**config.mk**
```make
export PLATFORM = sky130hd
export DESIGN_NAME = resource_lock_manager
export DESIGN_NICKNAME = d
export VERILOG_FILES = /design/src/hdl/rlm_pkg.sv /design/src/hdl/rlm_slot_table.sv /design/src/hdl/rlm_wait_list.sv /design/src/hdl/resource_lock_manager.sv
export SDC_FILE = /design/constraint.sdc
export NUM_CORES = 1
export LEC_CHECK = 0
export BUFFER_PORTS_ARGS = -buffer_cell sky130_fd_sc_hd__buf_2
export CORE_MARGIN = 4
export CORE_UTILIZATION = 62
export DETAILED_ROUTE_END_ITERATION = 10
export PLACE_DENSITY_LB_ADDON = 0.15
export SLEW_MARGIN = 20
export SYNTH_ARGS = -nofsm -noshare
export SYNTH_HDL_FRONTEND = slang
export SYNTH_HIERARCHICAL = 1
export SYNTH_SLANG_ARGS = --single-unit
```
**constraint.sdc**
```tcl
create_clock -name clk -period 8.4 [get_ports clk]
set_input_delay 2.52 -clock clk [delete_from_list [all_inputs] [get_ports clk]]
set_output_delay 2.52 -clock clk [all_outputs]
set_load 0.02 [all_outputs]
```
**src/hdl/rlm_pkg.sv**
```systemverilog
// Package for the resource lock manager: widths, status and register codes,
// item structs and the wait-list sequencer states.
// No dependencies; imported by every module of the block.
package rlm_pkg;

	// Default sizes for the top-level parameters
	localparam int RES_SLOTS_DEF = 8;
	localparam int PROC_MAX_DEF  = 16;

	// Field widths
	localparam int PROC_W     = 4;
	localparam int KIND_W     = 4;
	localparam int SLOT_W     = 3;
	localparam int STAT_W     = 3;
	localparam int CNT_CFG_W  = 4;
	localparam int PROC_IDS   = 2 ** PROC_W;
	localparam int KIND_SLOTS = 8;

	// Configuration port
	localparam int APB_AW = 3;
	localparam int APB_DW = 32;
	localparam logic REG_KINDS = 1'b0;
	localparam logic REG_COUNT = 1'b1;
	localparam logic [APB_DW-1:0] KINDS_RST = '0;
	localparam logic [CNT_CFG_W-1:0] COUNT_RST = CNT_CFG_W'(8);

	// Request types
	localparam logic REQ_ACQUIRE = 1'b0;
	localparam logic REQ_RELEASE = 1'b1;

	// Result status codes
	localparam logic [STAT_W-1:0] ST_GRANTED   = 3'd0;
	localparam logic [STAT_W-1:0] ST_WAIT      = 3'd1;
	localparam logic [STAT_W-1:0] ST_RELEASED  = 3'd2;
	localparam logic [STAT_W-1:0] ST_REL_ERROR = 3'd3;
	localparam logic [STAT_W-1:0] ST_ALREADY   = 3'd4;

	// Input and result items
	typedef struct packed {
		logic              req_type;
		logic [PROC_W-1:0] proc_id;
		logic [KIND_W-1:0] res_kind;
	} cmd_item_t;

	typedef struct packed {
		logic [STAT_W-1:0] status;
		logic [SLOT_W-1:0] slot_index;
		logic              woken_valid;
		logic [PROC_W-1:0] woken_proc;
	} rsp_item_t;

	// Slot table lookup results
	typedef struct packed {
		logic              grant_hit;
		logic [SLOT_W-1:0] grant_idx;
		logic              rel_hit;
		logic [SLOT_W-1:0] rel_idx;
	} slot_res_t;

	// Wait-list memory entry
	typedef struct packed {
		logic [PROC_W-1:0] proc;
		logic [KIND_W-1:0] kind;
	} wl_entry_t;

	// Wait-list control and status
	typedef struct packed {
		logic              push;
		logic              start;
		logic [PROC_W-1:0] proc;
		logic [KIND_W-1:0] kind;
	} wl_cmd_t;

	typedef struct packed {
		logic              busy;
		logic              empty;
		logic              full;
		logic              done;
		logic              woken_valid;
		logic [PROC_W-1:0] woken_proc;
	} wl_stat_t;

	typedef enum logic [1:0] {
		WL_IDLE,
		WL_SCAN,
		WL_SHIFT
	} wl_state_t;

endpackage

```
**src/hdl/rlm_slot_table.sv**
```systemverilog
// Slot table: busy bits and owners of the resource slots, with the
// lowest-free-slot grant search and the owner match for releases.
// Depends on rlm_pkg.
module rlm_slot_table #(
	parameter int RES_SLOTS = rlm_pkg::RES_SLOTS_DEF
) (
	input  logic                                   clk,
	input  logic                                   arst_n,
	input  logic [rlm_pkg::APB_DW-1:0]             slot_kinds,
	input  logic [rlm_pkg::CNT_CFG_W-1:0]          slot_count,
	input  logic [rlm_pkg::PROC_W-1:0]             proc,
	input  logic [rlm_pkg::KIND_W-1:0]             kind,
	input  logic                                   grant_en,
	input  logic                                   release_en,
	output rlm_pkg::slot_res_t                     res
);
	import rlm_pkg::*;

	// Only the slots that have a kind nibble can ever be live
	localparam int LIVE = (RES_SLOTS < KIND_SLOTS) ? RES_SLOTS : KIND_SLOTS;

	logic [LIVE-1:0]   busy_q;
	logic [PROC_W-1:0] owner_q [LIVE];

	// Priority search; walking down leaves the lowest slot as the winner
	always_comb begin
		res = '0;
		for (int i = LIVE - 1; i >= 0; i--) begin
			if (slot_count > CNT_CFG_W'(i) && slot_kinds[i*KIND_W +: KIND_W] == kind) begin
				if (!busy_q[i]) begin
					res.grant_hit = 1'b1;
					res.grant_idx = SLOT_W'(i);
				end
				if (busy_q[i] && owner_q[i] == proc) begin
					res.rel_hit = 1'b1;
					res.rel_idx = SLOT_W'(i);
				end
			end
		end
	end

	// Busy bits: cleared at reset so every slot starts free
	always_ff @(posedge clk or negedge arst_n) begin
		if (!arst_n) begin
			busy_q <= '0;
		end else begin
			for (int i = 0; i < LIVE; i++) begin
				if (grant_en && res.grant_idx == SLOT_W'(i)) begin
					busy_q[i] <= 1'b1;
				end
				if (release_en && res.rel_idx == SLOT_W'(i)) begin
					busy_q[i] <= 1'b0;
				end
			end
		end
	end

	// Owner ids, only meaningful while busy
	always_ff @(posedge clk) begin
		for (int i = 0; i < LIVE; i++) begin
			if (grant_en && res.grant_idx == SLOT_W'(i)) begin
				owner_q[i] <= proc;
			end
		end
	end

endmodule

```
**src/hdl/rlm_wait_list.sv**
```systemverilog
// Wait list: FIFO of waiting processes held in a synchronous memory, with a
// sequencer that scans for the oldest waiter of a kind and compacts the list.
// Depends on rlm_pkg.
module rlm_wait_list #(
	parameter int PROC_MAX = rlm_pkg::PROC_MAX_DEF
) (
	input  logic                       clk,
	input  logic                       arst_n,
	input  rlm_pkg::wl_cmd_t           cmd,
	input  logic [rlm_pkg::PROC_W-1:0] query_proc,
	output logic                       waiting,
	output rlm_pkg::wl_stat_t          stat
);
	import rlm_pkg::*;

	localparam int IDX_W = $clog2(PROC_MAX);
	localparam int CNT_W = $clog2(PROC_MAX + 1);

	wl_entry_t mem [PROC_MAX];
	wl_entry_t rdata_q;

	wl_state_t         state_q, state_d;
	logic [IDX_W-1:0]  ptr_q, ptr_d, ptr_inc;
	logic [CNT_W-1:0]  count_q, count_d;
	logic [KIND_W-1:0] kind_q;
	logic [PROC_W-1:0] wproc_q, wproc_d;
	logic [PROC_IDS-1:0] flags_q;

	logic             more;
	logic             rd_en, wr_en;
	logic [IDX_W-1:0] rd_addr, wr_addr;
	wl_entry_t        wr_data;
	logic             set_flag, clr_flag;

	assign ptr_inc = ptr_q + IDX_W'(1);
	assign more    = (CNT_W'(ptr_q) + CNT_W'(1)) < count_q;

	// Sequencer: push or start a scan when idle, then scan entries and shift the tail down
	always_comb begin
		state_d  = state_q;
		ptr_d    = ptr_q;
		count_d  = count_q;
		wproc_d  = wproc_q;
		rd_en    = 1'b0;
		rd_addr  = ptr_inc;
		wr_en    = 1'b0;
		wr_addr  = count_q[IDX_W-1:0];
		wr_data  = '{proc: cmd.proc, kind: cmd.kind};
		set_flag = 1'b0;
		clr_flag = 1'b0;
		stat.busy        = (state_q != WL_IDLE);
		stat.empty       = (count_q == '0);
		stat.full        = (count_q == CNT_W'(PROC_MAX));
		stat.done        = 1'b0;
		stat.woken_valid = 1'b0;
		stat.woken_proc  = '0;
		case (state_q)
			WL_IDLE: begin
				if (cmd.push) begin
					wr_en    = 1'b1;
					count_d  = count_q + CNT_W'(1);
					set_flag = 1'b1;
				end
				if (cmd.start) begin
					rd_en   = 1'b1;
					rd_addr = '0;
					ptr_d   = '0;
					state_d = WL_SCAN;
				end
			end
			WL_SCAN: begin
				if (rdata_q.kind == kind_q) begin
					clr_flag = 1'b1;
					wproc_d  = rdata_q.proc;
					if (more) begin
						rd_en   = 1'b1;
						ptr_d   = ptr_inc;
						state_d = WL_SHIFT;
					end else begin
						count_d          = count_q - CNT_W'(1);
						stat.done        = 1'b1;
						stat.woken_valid = 1'b1;
						stat.woken_proc  = rdata_q.proc;
						state_d          = WL_IDLE;
					end
				end else if (more) begin
					rd_en = 1'b1;
					ptr_d = ptr_inc;
				end else begin
					stat.done = 1'b1;
					state_d   = WL_IDLE;
				end
			end
			WL_SHIFT: begin
				// entry at ptr moves down one place
				wr_en   = 1'b1;
				wr_addr = ptr_q - IDX_W'(1);
				wr_data = rdata_q;
				if (more) begin
					rd_en = 1'b1;
					ptr_d = ptr_inc;
				end else begin
					count_d          = count_q - CNT_W'(1);
					stat.done        = 1'b1;
					stat.woken_valid = 1'b1;
					stat.woken_proc  = wproc_q;
					state_d          = WL_IDLE;
				end
			end
			default: begin
				state_d = WL_IDLE;
			end
		endcase
	end

	// Control registers
	always_ff @(posedge clk or negedge arst_n) begin
		if (!arst_n) begin
			state_q <= WL_IDLE;
			count_q <= '0;
			flags_q <= '0;
		end else begin
			state_q <= state_d;
			count_q <= count_d;
			if (set_flag) begin
				flags_q[cmd.proc] <= 1'b1;
			end
			if (clr_flag) begin
				flags_q[rdata_q.proc] <= 1'b0;
			end
		end
	end

	// Scan pointer and captured search values
	always_ff @(posedge clk) begin
		ptr_q   <= ptr_d;
		wproc_q <= wproc_d;
		if (cmd.start && state_q == WL_IDLE) begin
			kind_q <= cmd.kind;
		end
	end

	// Wait-list memory: one write port, one registered read port
	always_ff @(posedge clk) begin
		if (wr_en) begin
			mem[wr_addr] <= wr_data;
		end
		if (rd_en) begin
			rdata_q <= mem[rd_addr];
		end
	end

	assign waiting = flags_q[query_proc];

endmodule

```
**src/hdl/resource_lock_manager.sv**
```systemverilog
// Resource lock manager: a hardware mutex over typed resource slots with a
// FIFO wait list of blocked processes.
//
// Channels: cmd carries one access (request or release, process, kind) and
// is taken on a clock edge with cmd_valid high and cmd_stall low. rsp gives
// one result item per access, taken when rsp_valid is high and rsp_stall low.
// Slot kinds and the slot count are set over the APB port at byte 0 and 4;
// the user sets them only while no access is in flight (not enforced).
// A request, a failed release, or a release with an empty wait list has its
// result written into the output register, or the holding stage while rsp is
// stalled. A good release with waiters walks the wait-list memory one entry a
// cycle, the removal of the woken entry included, before its result is made.
// Requests are taken at one access per cycle while cmd_stall stays low; a good
// release with waiters is bound by the single read port of the wait-list memory.
// The output register and a one-entry result holding stage let the next
// access be taken while a result waits; cmd_stall rises only when that stage
// is full or a wait-list walk is running.
// Reset frees every slot, empties the wait list, clears slot_kinds and sets
// slot_count to 8. A stalled receiver holds rsp steady until it is taken.
// Depends on rlm_pkg, rlm_slot_table and rlm_wait_list.
module resource_lock_manager #(
	parameter int RES_SLOTS = rlm_pkg::RES_SLOTS_DEF,
	parameter int PROC_MAX  = rlm_pkg::PROC_MAX_DEF
) (
	input  logic                       clk,
	input  logic                       arst_n,
	// configuration port
	input  logic                       psel,
	input  logic                       penable,
	input  logic                       pwrite,
	input  logic [rlm_pkg::APB_AW-1:0] paddr,
	input  logic [rlm_pkg::APB_DW-1:0] pwdata,
	output logic [rlm_pkg::APB_DW-1:0] prdata,
	output logic                       pready,
	// access channel
	input  logic                       cmd_valid,
	output logic                       cmd_stall,
	input  rlm_pkg::cmd_item_t         cmd,
	// result channel
	output logic                       rsp_valid,
	input  logic                       rsp_stall,
	output rlm_pkg::rsp_item_t         rsp
);
	import rlm_pkg::*;

	logic [APB_DW-1:0]    slot_kinds_q;
	logic [CNT_CFG_W-1:0] slot_count_q;

	slot_res_t slot_res;
	logic      grant_en, release_en;
	wl_cmd_t   wl_cmd;
	wl_stat_t  wl_stat;
	logic      waiting;

	logic              accept;
	logic              new_valid;
	rsp_item_t         new_res;
	logic [SLOT_W-1:0] rel_idx_q;
	rsp_item_t         res_q, out_q;
	logic              pend_q, out_valid_q;
	logic              out_free;

	// Configuration registers
	always_ff @(posedge clk or negedge arst_n) begin
		if (!arst_n) begin
			slot_kinds_q <= KINDS_RST;
			slot_count_q <= COUNT_RST;
		end else if (psel && penable && pwrite) begin
			case (paddr[2])
				REG_KINDS: slot_kinds_q <= pwdata;
				REG_COUNT: slot_count_q <= pwdata[CNT_CFG_W-1:0];
				default:   slot_kinds_q <= slot_kinds_q;
			endcase
		end
	end

	always_comb begin
		case (paddr[2])
			REG_KINDS: prdata = slot_kinds_q;
			REG_COUNT: prdata = APB_DW'(slot_count_q);
			default:   prdata = '0;
		endcase
	end

	assign pready = 1'b1;

	rlm_slot_table #(
		.RES_SLOTS (RES_SLOTS)
	) u_slots (
		.clk        (clk),
		.arst_n     (arst_n),
		.slot_kinds (slot_kinds_q),
		.slot_count (slot_count_q),
		.proc       (cmd.proc_id),
		.kind       (cmd.res_kind),
		.grant_en   (grant_en),
		.release_en (release_en),
		.res        (slot_res)
	);

	rlm_wait_list #(
		.PROC_MAX (PROC_MAX)
	) u_waiters (
		.clk        (clk),
		.arst_n     (arst_n),
		.cmd        (wl_cmd),
		.query_proc (cmd.proc_id),
		.waiting    (waiting),
		.stat       (wl_stat)
	);

	assign cmd_stall = wl_stat.busy || pend_q;
	assign accept    = cmd_valid && !cmd_stall;

	// Decide the access and build its result
	always_comb begin
		new_valid   = 1'b0;
		new_res     = '0;
		grant_en    = 1'b0;
		release_en  = 1'b0;
		wl_cmd      = '0;
		wl_cmd.proc = cmd.proc_id;
		wl_cmd.kind = cmd.res_kind;
		if (accept) begin
			if (cmd.req_type == REQ_ACQUIRE) begin
				new_valid = 1'b1;
				if (waiting) begin
					new_res.status = ST_ALREADY;
				end else if (slot_res.grant_hit) begin
					grant_en           = 1'b1;
					new_res.status     = ST_GRANTED;
					new_res.slot_index = slot_res.grant_idx;
				end else begin
					new_res.status = ST_WAIT;
					wl_cmd.push    = !wl_stat.full;
				end
			end else begin
				if (slot_res.rel_hit) begin
					release_en = 1'b1;
					if (wl_stat.empty) begin
						new_valid          = 1'b1;
						new_res.status     = ST_RELEASED;
						new_res.slot_index = slot_res.rel_idx;
					end else begin
						wl_cmd.start = 1'b1;
					end
				end else begin
					new_valid      = 1'b1;
					new_res.status = ST_REL_ERROR;
				end
			end
		end
		// release finishing after the wait-list walk
		if (wl_stat.done) begin
			new_valid           = 1'b1;
			new_res.status      = ST_RELEASED;
			new_res.slot_index  = rel_idx_q;
			new_res.woken_valid = wl_stat.woken_valid;
			new_res.woken_proc  = wl_stat.woken_proc;
		end
	end

	always_ff @(posedge clk) begin
		if (wl_cmd.start) begin
			rel_idx_q <= slot_res.rel_idx;
		end
	end

	// Output register with a one-entry holding stage behind it
	assign out_free = !out_valid_q || !rsp_stall;

	always_ff @(posedge clk or negedge arst_n) begin
		if (!arst_n) begin
			out_valid_q <= 1'b0;
			pend_q      <= 1'b0;
		end else if (out_free) begin
			out_valid_q <= pend_q || new_valid;
			pend_q      <= 1'b0;
		end else if (new_valid) begin
			pend_q <= 1'b1;
		end
	end

	always_ff @(posedge clk) begin
		if (out_free) begin
			out_q <= pend_q ? res_q : new_res;
		end else if (new_valid) begin
			res_q <= new_res;
		end
	end

	assign rsp_valid = out_valid_q;
	assign rsp       = out_q;

endmodule

```
==> results.cfg <==
[run_status]
status = finished, final reports clean

[synth]
synthMuxAreaShare = 0.0894
synth.distinct_cells = 80
synth_fp_nets = 1063
ys_ff_latch = 274
synth_top_family_by_area = simple AND/OR/NAND/NOR gates
synth_edf_count = 205
async_flop_share = 0.252
synthAdderAreaFrac = 0.0147
yosys-top-cells-area = edfxtp_1 46%, dfrtp_1 13%, mux2_2 3.8%
synth_flop_cell = edfxtp_1
synth_compound_area_frac = 0.107
synthCells = 997
synth_simple_gate_area_share = 0.116
synth_top_area_share = 0.465
yosysTopAreaCell = edfxtp_1
syn_area_mm2 = 0.0133
ys_seq_area_frac = 0.595
synth.avg_cell_area_um2 = 13.3
yosys_warnings = 6
synth_xor_area_frac = 0.0515

[place]
placed_area_mm2 = 0.0138
hpwl_um = 18700
io_buffers = 93
place_congestion = 0.900

[final_layout]
num_antenna_cells = 0
nNetsFinal = 1144
drive_gt1_frac = 0.223
final_cell_mix = 205 x edfxtp_1, 93 x buf_2, 78 x nor2_1
final_area_mm2 = 0.0147
final_common_cell = edfxtp_1
syn_to_final_growth_pct = 10.9

[setup_path]
critPathMaxFanout = 25
cp.required_ps = 8570
crit_path_end_kind = flop
start_kind = input port
crit_chain = buf_2 -> mux4_2 -> mux4_2 -> or4_1 -> nor2_1 -> nand2_1 -> nor4b_1 -> a31oi_1 -> nor2_1
critPathKind = in2reg
cp_slowest_cell = nor2_1
max_stage_delay_ps = 760
arrival_ps = 6580

[sta]
fmax_ghz = 0.156
skew_ps = 18.9
finalCriticalPeriod_ps = 6410
hold_ws_ps = 523
slew_viol_final = 0
tightest_slew_ps = 1070
fin_crit_sh = 0.763
finalSetupTns_ps = 0
hold_viol = 0
setup_viol = 0
grt_setup_unrepaired = no
slew_headroom = 0.286

[clock_tree]
clock_tree.root_cell = clkbuf_16
clock-sinks = 274
cts_tree = yes
htreeDepth = 1
postCtsHoldBufs = 0
post_cts_buffers = 0
clkTransAtPathRegs_ps = 60
cts_buffers = 29
post_cts_resized = 0
worst_skew_pair.late_latency_ps = 550
cts_max_path_buffers = 3

[route]
first_pass_iters = 5
avgRoutedWirePerCell_um = 20.6
post-route-drc-count = 0
ant_nets = 0
routed_wl_um = 28200
routed_via_density = 6.12
via_count = 8405
drt_iter0_markers = 826

[grt]
grt_pass1_wl_um = 45600
grtUsageMet1 = 0.323
grt_use_total = 0.238
grt_pass1_vias = 8419
grt-ovfl-total = 0
antenna_found_initial = 0
grt_max_degree = 70
met2_usage = 0.404
grt_busiest_layer = met2
grt_use_met3 = 0.0319

[pwr]
leakage_nw = 5.59
ir_worst_vdd_mv = 0.239
power_density_mw_per_mm2 = 267
finalPower_mw = 3.92

[floorplanning]
start_util = 0.630
design.die.area_mm2 = 0.0238
rows = 53
dieHeight_um = 154
core_area_mm2 = 0.0210
die_w_um = 154
ios = 97

[hold_path]
hp-class = reg2reg

[job]
maxCapViolCount = 0
[cell type report]
class | instances | area (um2)
flip-flops and latches | 274 | 7880
fillers | 1476 | 6320
multi-input cells | 653 | 5020
clock buffers | 41 | 801
repair buffers | 103 | 541
well taps | 275 | 344
inverters | 17 | 63.8
clock inverters | 10 | 50.0
[per-stage QoR]
step	util	cells	setup WS, ps
floorplan	-	997	2580
global placement	0.659	1322	1520
detailed placement	0.659	1322	1440
CTS	0.699	1373	2010
global route	0.699	1373	1560
finish	0.699	1373	1990
[sequential cells by signal, indices dropped and copies added (netlist names)]
signal	count
u_waiters/mem	128
slot_kinds_q	32
u_slots/owner_q	32
u_waiters/flags_q	16
res_q	11
rsp	11
u_slots/busy_q	8
u_waiters/rdata_q	8
u_waiters/count_q	5
slot_count_q	4
u_waiters/kind_q	4
u_waiters/ptr_q	4
u_waiters/wproc_q	4
rel_idx_q	3
u_waiters/state_q	2
pend_q	1
rsp_valid	1
[cell usage after synthesis, types with 15 or more instances]
| library cell | count |
|---|---|
| nand3_1 | 17 |
| buf_2 | 24 |
| a2bb2oi_1 | 32 |
| inv_1 | 15 |
| o221ai_1 | 24 |
| mux2_2 | 45 |
| a21oi_1 | 41 |
| nor2b_1 | 38 |
| mux2_4 | 31 |
| xor2_1 | 25 |
| nor2_1 | 78 |
| o21ai_0 | 21 |
| dfrtp_1 | 68 |
| nand2_1 | 48 |
| nor3_1 | 16 |
| xnor2_1 | 51 |
| edfxtp_1 | 205 |
[cells by family after synthesis]
kind of cell | Yosys count
flip-flops | 274
buffers and inverters | 70
adder cells (fa/ha/maj) | 15
XOR/XNOR | 77
AND/OR/NAND/NOR | 275
AO/OA/AOI/OAI | 194
multiplexers | 91
other | 1
[per-layer routing]
layer	vias to the layer above	routed length [um]	share of wire
met5	-	0	0
met4	0	853	0.030
met3	59	1470	0.052
met2	266	14100	0.50
met1	4156	11800	0.42
li1	3924	-	-
[final timing paths]
path | slack (ps) | startpoint | end | cells after the start
worst max-delay path | 1990 | cmd[4] | u_waiters/mem[9][4]$_DFFE_PP_ | 9
worst min-delay path | 520 | res_q[8]$_DFFE_PP_ | rsp[8]$_DFFE_PP_ | 1
worst max register to register | 3780 | slot_count_q[1]$_DFFE_PN0P_ | u_waiters/rdata_q[0]$_DFFE_PP_ | 13
worst min register to register | 520 | res_q[8]$_DFFE_PP_ | rsp[8]$_DFFE_PP_ | 1
max in group asynchronous | 5600 | arst_n | u_slots/busy_q[1]$_DFFE_PN0P_ | 2
min in group asynchronous | 2160 | arst_n | slot_kinds_q[7]$_DFFE_PN0P_ | 2
[worst max-delay path, delay by kind of cell]
kind | cells | cell delay, ps
AND/OR/NAND/NOR | 5 | 2170
multiplexers | 2 | 1170
buffers and inverters | 1 | 500
AO/OA/AOI/OAI | 1 | 170
[where the power goes]
group	switching (mW)	total [mW]	leakage (nW)	internal [mW]
sequential	0.127	1.77	2.73	1.65
clock	0.495	1.15	0.422	0.658
combinational	0.580	0.999	2.44	0.419
total	1.20	3.92	5.59	2.72
Power figures use the tool's default switching activity.
